## src/design/ryuv_pkg.sv

```systemverilog
// shared types and constants for the rgb to yuv 4:2:0 pixel converter
// no dependencies; used by every module of the block
package ryuv_pkg;

  // configuration register indexes
  localparam logic CFG_FRAME_WIDTH  = 1'b0;
  localparam logic CFG_FRAME_HEIGHT = 1'b1;

  localparam int CFG_WIDTH = 13;
  localparam logic [CFG_WIDTH-1:0] FRAME_WIDTH_RST  = 13'd640;
  localparam logic [CFG_WIDTH-1:0] FRAME_HEIGHT_RST = 13'd480;

  // bt.601 integer weights
  localparam logic [7:0] KY_R = 8'd66;
  localparam logic [7:0] KY_G = 8'd129;
  localparam logic [7:0] KY_B = 8'd25;
  localparam logic [7:0] KU_R = 8'd38;
  localparam logic [7:0] KU_G = 8'd74;
  localparam logic [7:0] KUV_MAIN = 8'd112;
  localparam logic [7:0] KV_G = 8'd94;
  localparam logic [7:0] KV_B = 8'd18;
  localparam logic [16:0] ROUND_BIAS  = 17'd128;
  // rounding bias plus 32768 so the chroma sum never goes negative
  localparam logic [16:0] CHROMA_BIAS = 17'd32896;
  localparam logic [8:0]  LUMA_OFFSET = 9'd16;

  typedef struct packed {
    logic [7:0] red;
    logic [7:0] green;
    logic [7:0] blue;
  } pix_t;

  typedef struct packed {
    logic [7:0] luma;
    logic [7:0] chroma_value;
    logic       chroma_valid;
    logic       chroma_plane;
    logic       frame_end;
  } res_t;

  // raster position flags of one pixel
  typedef struct packed {
    logic even_col;
    logic odd_row;
    logic last_pix;
  } pos_t;

endpackage

```

## src/design/ryuv_pos_cnt.sv

```systemverilog
// frame size registers and column / row counters of the converter
// depends on ryuv_pkg
module ryuv_pos_cnt #(
  parameter int MAX_WIDTH  = 4096,
  parameter int MAX_HEIGHT = 4096
) (
  input  logic                           clk,
  input  logic                           rst_n,
  input  logic                           cfg_wr_en,
  input  logic                           cfg_index,
  input  logic [ryuv_pkg::CFG_WIDTH-1:0] cfg_wr_data,
  input  logic                           adv,
  output ryuv_pkg::pos_t                 pos
);

  localparam int CW  = (MAX_WIDTH  > 1) ? $clog2(MAX_WIDTH)  : 1;
  localparam int CH  = (MAX_HEIGHT > 1) ? $clog2(MAX_HEIGHT) : 1;
  localparam int WWC = (CW + 1 > ryuv_pkg::CFG_WIDTH) ? CW + 1 : ryuv_pkg::CFG_WIDTH;
  localparam int WWR = (CH + 1 > ryuv_pkg::CFG_WIDTH) ? CH + 1 : ryuv_pkg::CFG_WIDTH;

  logic [ryuv_pkg::CFG_WIDTH-1:0] width_r, height_r;
  logic [CW-1:0] col_r, col_nxt;
  logic [CH-1:0] row_r, row_nxt;
  logic [WWC-1:0] w_ext, w_eff, col_inc;
  logic [WWR-1:0] h_ext, h_eff, row_inc;
  logic last_col, last_row;

  // configuration writes
  always_ff @(posedge clk) begin
    if (!rst_n) begin
      width_r  <= ryuv_pkg::FRAME_WIDTH_RST;
      height_r <= ryuv_pkg::FRAME_HEIGHT_RST;
    end else if (cfg_wr_en) begin
      unique case (cfg_index)
        ryuv_pkg::CFG_FRAME_WIDTH:  width_r  <= cfg_wr_data;
        ryuv_pkg::CFG_FRAME_HEIGHT: height_r <= cfg_wr_data;
        default: ;
      endcase
    end
  end

  // effective frame size: zero acts as one, clipped to the maximum
  always_comb begin
    w_ext = WWC'(width_r);
    h_ext = WWR'(height_r);
    if (w_ext == '0)                  w_eff = WWC'(1);
    else if (w_ext > WWC'(MAX_WIDTH)) w_eff = WWC'(MAX_WIDTH);
    else                              w_eff = w_ext;
    if (h_ext == '0)                   h_eff = WWR'(1);
    else if (h_ext > WWR'(MAX_HEIGHT)) h_eff = WWR'(MAX_HEIGHT);
    else                               h_eff = h_ext;
  end

  // end of row and frame, also when the size shrank below the counter
  assign col_inc  = WWC'(col_r) + WWC'(1);
  assign row_inc  = WWR'(row_r) + WWR'(1);
  assign last_col = (col_inc >= w_eff);
  assign last_row = (row_inc >= h_eff);

  always_comb begin
    col_nxt = col_r;
    row_nxt = row_r;
    if (adv) begin
      if (last_col) begin
        col_nxt = '0;
        row_nxt = last_row ? '0 : row_inc[CH-1:0];
      end else begin
        col_nxt = col_inc[CW-1:0];
      end
    end
  end

  always_ff @(posedge clk) begin
    if (!rst_n) begin
      col_r <= '0;
      row_r <= '0;
    end else begin
      col_r <= col_nxt;
      row_r <= row_nxt;
    end
  end

  assign pos.even_col = ~col_r[0];
  assign pos.odd_row  = row_r[0];
  assign pos.last_pix = last_col & last_row;

endmodule

```

## src/design/ryuv_color.sv

```systemverilog
// bt.601 integer color math: luma and the selected chroma sample of one pixel
// depends on ryuv_pkg
module ryuv_color (
  input  ryuv_pkg::pix_t pix,
  input  ryuv_pkg::pos_t pos,
  output ryuv_pkg::res_t res
);

  logic [16:0] r_ext, g_ext, b_ext;
  logic [16:0] y_sum, u_sum, v_sum, c_sum;
  logic [8:0]  y_off;
  logic [7:0]  c_val;

  assign r_ext = 17'(pix.red);
  assign g_ext = 17'(pix.green);
  assign b_ext = 17'(pix.blue);

  // weighted sums; chroma carries a bias so it stays non-negative
  assign y_sum = r_ext * 17'(ryuv_pkg::KY_R) + g_ext * 17'(ryuv_pkg::KY_G)
               + b_ext * 17'(ryuv_pkg::KY_B) + ryuv_pkg::ROUND_BIAS;
  assign u_sum = b_ext * 17'(ryuv_pkg::KUV_MAIN) + ryuv_pkg::CHROMA_BIAS
               - r_ext * 17'(ryuv_pkg::KU_R) - g_ext * 17'(ryuv_pkg::KU_G);
  assign v_sum = r_ext * 17'(ryuv_pkg::KUV_MAIN) + ryuv_pkg::CHROMA_BIAS
               - g_ext * 17'(ryuv_pkg::KV_G) - b_ext * 17'(ryuv_pkg::KV_B);

  // luma: shift, add offset, clamp
  assign y_off = 9'(y_sum[16:8]) + ryuv_pkg::LUMA_OFFSET;

  // chroma: bias and +128 offset cancel, so the shifted sum is the sample
  assign c_sum = pos.odd_row ? v_sum : u_sum;
  assign c_val = c_sum[16] ? 8'hff : c_sum[15:8];

  assign res.luma         = y_off[8] ? 8'hff : y_off[7:0];
  assign res.chroma_value = pos.even_col ? c_val : 8'h00;
  assign res.chroma_valid = pos.even_col;
  assign res.chroma_plane = pos.even_col & pos.odd_row;
  assign res.frame_end    = pos.last_pix;

endmodule

```

## src/design/rgb_to_yuv420_pixel_converter.sv

```systemverilog
// top level of the rgb to yuv 4:2:0 pixel converter: input and result registers
// depends on ryuv_pkg, ryuv_pos_cnt, ryuv_color
//
// usage:
//   in_data carries one rgb pixel per beat in raster order (valid / stall).
//   out_data carries one result per beat: the pixel's luma, and on even
//   columns one chroma sample (u on even rows, v on odd rows), plus a flag
//   on the last pixel of the frame.
//   cfg_wr_en / cfg_index / cfg_wr_data set frame width (index 0) and frame
//   height (index 1); write only while no pixel is in flight.
// path: an accepted pixel passes the input register, the color math and the result
//   register, in that order, before it shows on out_data.
// throughput: one pixel per clock while out_stall is low, set by the two-stage register pipeline.
// reset: synchronous active-low; size returns to 640 x 480, counters to the
//   top-left pixel, both stages empty.
// stall: when out_stall holds a result, an empty input register still takes
//   one pixel; once it is full it keeps its pixel and in_stall rises; nothing
//   is dropped and a free slot is refilled at once.
module rgb_to_yuv420_pixel_converter #(
  parameter int MAX_WIDTH  = 4096,
  parameter int MAX_HEIGHT = 4096
) (
  input  logic                           clk,
  input  logic                           rst_n,
  input  logic                           in_valid,
  output logic                           in_stall,
  input  ryuv_pkg::pix_t                 in_data,
  output logic                           out_valid,
  input  logic                           out_stall,
  output ryuv_pkg::res_t                 out_data,
  input  logic                           cfg_wr_en,
  input  logic                           cfg_index,
  input  logic [ryuv_pkg::CFG_WIDTH-1:0] cfg_wr_data
);

  logic           s1_valid_r, s1_valid_nxt;
  ryuv_pkg::pix_t s1_pix_r;
  ryuv_pkg::pos_t s1_pos_r;
  logic           out_valid_r, out_valid_nxt;
  ryuv_pkg::res_t out_data_r;
  ryuv_pkg::pos_t pos;
  ryuv_pkg::res_t res;
  logic           out_free, s1_free, in_acc, s1_move;

  // handshake: each stage moves when the one after it has room
  assign out_free = ~out_valid_r | ~out_stall;
  assign s1_move  = s1_valid_r & out_free;
  assign s1_free  = ~s1_valid_r | out_free;
  assign in_stall = ~s1_free;
  assign in_acc   = in_valid & s1_free;

  ryuv_pos_cnt #(
    .MAX_WIDTH  (MAX_WIDTH),
    .MAX_HEIGHT (MAX_HEIGHT)
  ) u_pos_cnt (
    .clk         (clk),
    .rst_n       (rst_n),
    .cfg_wr_en   (cfg_wr_en),
    .cfg_index   (cfg_index),
    .cfg_wr_data (cfg_wr_data),
    .adv         (in_acc),
    .pos         (pos)
  );

  ryuv_color u_color (
    .pix (s1_pix_r),
    .pos (s1_pos_r),
    .res (res)
  );

  // stage valid bits
  always_comb begin
    s1_valid_nxt  = s1_free ? in_valid : s1_valid_r;
    out_valid_nxt = out_free ? s1_valid_r : out_valid_r;
  end

  always_ff @(posedge clk) begin
    if (!rst_n) begin
      s1_valid_r  <= 1'b0;
      out_valid_r <= 1'b0;
    end else begin
      s1_valid_r  <= s1_valid_nxt;
      out_valid_r <= out_valid_nxt;
    end
  end

  // input register with the pixel's raster position
  always_ff @(posedge clk) begin
    if (in_acc) begin
      s1_pix_r <= in_data;
      s1_pos_r <= pos;
    end
  end

  // result register
  always_ff @(posedge clk) begin
    if (s1_move) begin
      out_data_r <= res;
    end
  end

  assign out_valid = out_valid_r;
  assign out_data  = out_data_r;

endmodule

```

## config.mk

```make
export PLATFORM = sky130hd
export DESIGN_NAME = rgb_to_yuv420_pixel_converter
export DESIGN_NICKNAME = d
export VERILOG_FILES = /design/src/design/ryuv_pkg.sv /design/src/design/ryuv_pos_cnt.sv /design/src/design/ryuv_color.sv /design/src/design/rgb_to_yuv420_pixel_converter.sv
export SDC_FILE = /design/constraint.sdc
export NUM_CORES = 1
export LEC_CHECK = 0
export BUFFER_PORTS_ARGS = -buffer_cell sky130_fd_sc_hd__buf_2
export CORE_UTILIZATION = 30
export DETAILED_ROUTE_END_ITERATION = 7
export SLEW_MARGIN = 20
export SYNTH_ARGS = -nofsm -noshare
export SYNTH_HDL_FRONTEND = slang
export SYNTH_HIERARCHICAL = 1
export SYNTH_SLANG_ARGS = --single-unit
export TNS_END_PERCENT = 1
```

## constraint.sdc

```tcl
create_clock -name clk -period 6 [get_ports clk]
set_input_delay 0.3 -clock clk [delete_from_list [all_inputs] [get_ports clk]]
set_output_delay 0.3 -clock clk [all_outputs]
set_load 0.02 [all_outputs]
```

==> qor.csv <==
stage,metric,value,unit
place,dpl cells,1970,
sta,fin worst setup slack,55.2,ps
cells_and_area,NumNets Final,1854,
synthesis,synth warn,6,
synthesis,post-synthesis adder-cell area fraction,0.408,
floorplanning,Starting Density,0.306,
floorplanning,Die Area,41700,µm²
sta,unrepaired setup endpoints after global routing,true,
global_route,total congestion overflow,0,
sta,total negative slack,0,ps
sta,final setup vio count,0,
clocking,Clock Path Buffers,2,
clocking,Sink Count,98,
synthesis,Synth top cells by count,"ha_1, inv_1, nand2_1",
clocking,worst skew pair latency,390,ps
worst_setup_path,cell chain of the critical path,ha_4 -> ha_4 -> ha_4 -> fa_1 -> inv_1 -> fa_1 -> fa_1 -> fa_1 -> inv_2 -> fa_1 -> ha_4 -> o211ai_1 -> o211ai_1 -> o211a_4 -> a21o_1 -> nand2_1 -> a21boi_1 -> ha_2 -> buf_4 -> and3b_1 -> mux2_2 -> mux2i_1,
sta,final hold vios,0,
drt,drt first pass iters,5,
synthesis,main area contributors after synthesis,"ha_1, fa_1, edfxtp_1",
clocking,H-tree depth reported by CTS,3,
clocking,cts bufs inserted,9,
sta,Worst-Margin Slew,1090,ps
clocking,CTS root buf,clkbuf_16,
synthesis,dominant cell by count in the synthesized netlist,ha_1,
synthesis,Cells after Synth,1343,
drt,vias per inst,4.82,
worst_setup_path,critical path arrival,6180,ps
global_route,first-pass GRT wire length,48.8,mm
floorplanning,DIE HEIGHT,204,µm
worst_setup_path,Worst path slowest cell,fa_1,
synthesis,Synth Area in Compound Gates,0.123,
place,pre-CTS WS,-263,ps
clocking,Clock Pin Slew Worst Setup and Hold Paths,90,ps
worst_setup_path,launching element type of the critical path,flip-flop,
synthesis,"Seq/Total Area, Yosys",0.198,
global_route,largest net degree at the start of global routing,47,
synthesis,#FFs+latches synth,98,
cells_and_area,post-layout util,0.360,
place,RD Place Congestion,0.865,
synthesis,Syn Nets,1733,
sta,Max Clock Freq,0.168,GHz
sta,min Tclk post-route,5940,ps
synthesis,Post-synth EDFFs,46,
drt,final wirelength,30.4,mm
job,max cap viols,0,
cells_and_area,fillers,4052,
cells_and_area,n_diodes,0,
drt,DR DRC count,0,
worst_setup_path,Worst Path Max Fanout,4,
drt,DR WL/cell,15.2,µm
sta,Max Slew Vio Count,0,
drt,DR iter-0 viols,450,
worst_setup_path,most frequent CP cell,fa_1,
cells_and_area,layout cell share with drive strength beyond 1,0.167,
floorplanning,Die Wd,204,µm
clocking,CTS tree,done,
pwr,pwr dens,540,nW/µm²
cells_and_area,"Area growth, synth to finish",17.6,%
sta,period utilisation layout,0.991,
worst_setup_path,CP Class,flip-flop to flip-flop,
worst_setup_path,critical path endpoint category,flip-flop,
synthesis,Synth Flop Type,dfxtp_1,
synthesis,top cell type's share of synthesized area,0.265,
synthesis,synthesized cell area,12300,µm²
clocking,# hold bufs at CTS,0,
global_route,initial antenna violation count,3,
sta,max_slew headroom,0.272,
place,DP HPWL,24.2,mm
run_status,status,completed,
synthesis,mux share of post-synthesis cell area,0.00612,
global_route,Total GRT Usage,0.150,
drt,vias post-DR,9620,
synthesis,main combinational cell family by area after synthesis,adder cells,
synthesis,Yosys top cell by area,ha_1,
synthesis,Unique masters post-synth,73,
sta,Worst Skew,15.5,ps
synthesis,syn avg cell area,9.13,µm²
place,buffers added on ports,63,
hold_path,hold crit path type,input port to flip-flop,
synthesis,Synth Area in XOR/XNOR,0.0605,
global_route,vias in the first global route,9887,
pwr,VDD IR max,0.395,mV
drt,post-route antenna net violation count,0,
floorplanning,Core Area,40000,µm²
pwr,Lkg Pwr,6.93,nW
synthesis,Simple-Gate Fraction of Synth Area,0.124,
floorplanning,Ports,64,
floorplanning,# rows,73,
worst_setup_path,WP data required,6230,ps
worst_setup_path,"Largest stage delay, worst path",520,ps
synthesis,asr flop ratio synth,0,
cells_and_area,Layout Cells excl Fill,1994,
[cells in the final DEF (no fill, tap or decap), types with 14 or more instances in the layout]
cell      instances
nand3_1          33
nor2_1           46
fa_1             85
xor2_1           21
buf_4            77
o21ai_0          23
inv_1           223
nand2b_1         14
ha_4             20
a21o_1           21
a21oi_2          18
dfxtp_1          52
a21oi_1          75
nor3_1           15
buf_2            63
xnor2_1          56
ha_1            239
nand2_1         131
edfxtp_1         46
[where the power goes]
part | internal (mW) | leakage (nW) | switching [mW] | total [mW]
sequential | 0.887 | 0.866 | 0.0429 | 0.930
combinational | 3.00 | 5.92 | 3.23 | 6.24
clock | 0.295 | 0.147 | 0.327 | 0.622
[critical path: cells and delay by family (launching register included)]
family | cells | cell delay (ps)
DFF | 1 | 440
adders and majority gates | 10 | 3640
and+or+nand+nor | 2 | 230
AOI/OAI and AO/OA | 5 | 890
muxes | 2 | 380
buffers and inverters | 3 | 190
[final timing paths]
| kind | start | to | slack, ps | cells past startpoint |
|---|---|---|---|---|
| setup reg to reg | s1_pix_r[23] | out_data[18] | 60 | 22 |
| setup / recovery | s1_pix_r[23] | out_data[18] | 60 | 22 |
| hold reg to reg | s1_pos_r[0] | out_data[0] | 430 | 0 |
| hold / removal | in_data[21] | s1_pix_r[21] | 90 | 1 |
[registers in the layout, summed over array words and instances, names as in the netlist]
| register | flops |
|---|---|
| out_data | 19 |
| out_valid | 1 |
| s1_pix_r | 24 |
| s1_pos_r | 3 |
| s1_valid_r | 1 |
| u_pos_cnt/col_r | 12 |
| u_pos_cnt/h_ext | 13 |
| u_pos_cnt/row_r | 12 |
| u_pos_cnt/w_ext | 13 |
[through the flow]
step                cell area, µm²  hold WS [ps]  total power, mW
floorplan                    12300           399             4.74
global placement             13700           403             6.27
detailed placement           13700           407             6.39
CTS                          14100          57.9             7.23
global route                 14400          71.5             8.52
finish                       14400          87.6             7.79
[per-layer routing]
| layer | global-route usage | part of all wire | wire (µm) | up-vias |
|---|---|---|---|---|
| met4 | 0.0386 | 0.018 | 537 | 6 |
| met1 | 0.184 | 0.44 | 13500 | 4641 |
| li1 | - | - | - | 4772 |
| met5 | 0 | 0.0015 | 46 | - |
| met3 | 0.0269 | 0.034 | 1020 | 44 |
| met2 | 0.268 | 0.50 | 15300 | 157 |
[timing repair]
item | in CTS | in global routing
endpoints found under the setup margin | 15 | 16
pin swaps | 26 | 40
cloned | 0 | 0
setup buffers | 3 | 5
resized for setup | 22 | 47
[cells by family after synthesis]
family / count (synthesis)
adders and majority gates: 347
DFF: 98
buffers and inverters: 260
and+or+nand+nor: 316
AOI/OAI and AO/OA: 232
xor gates and xnor gates: 83
muxes: 7
[final cells by class]
class,instances,area (µm²),share of cell area
Multi-Input combinational cell,985,9280,0.644
Sequential cell,98,2420,0.168
Timing Repair Buffer,140,893,0.0620
Inverter,230,863,0.0599
Tap cell,525,657,0.0456
Clock buffer,9,225,0.0156
Clock inverter,7,70.1,0.00486
Power figures use the tool's default switching activity.
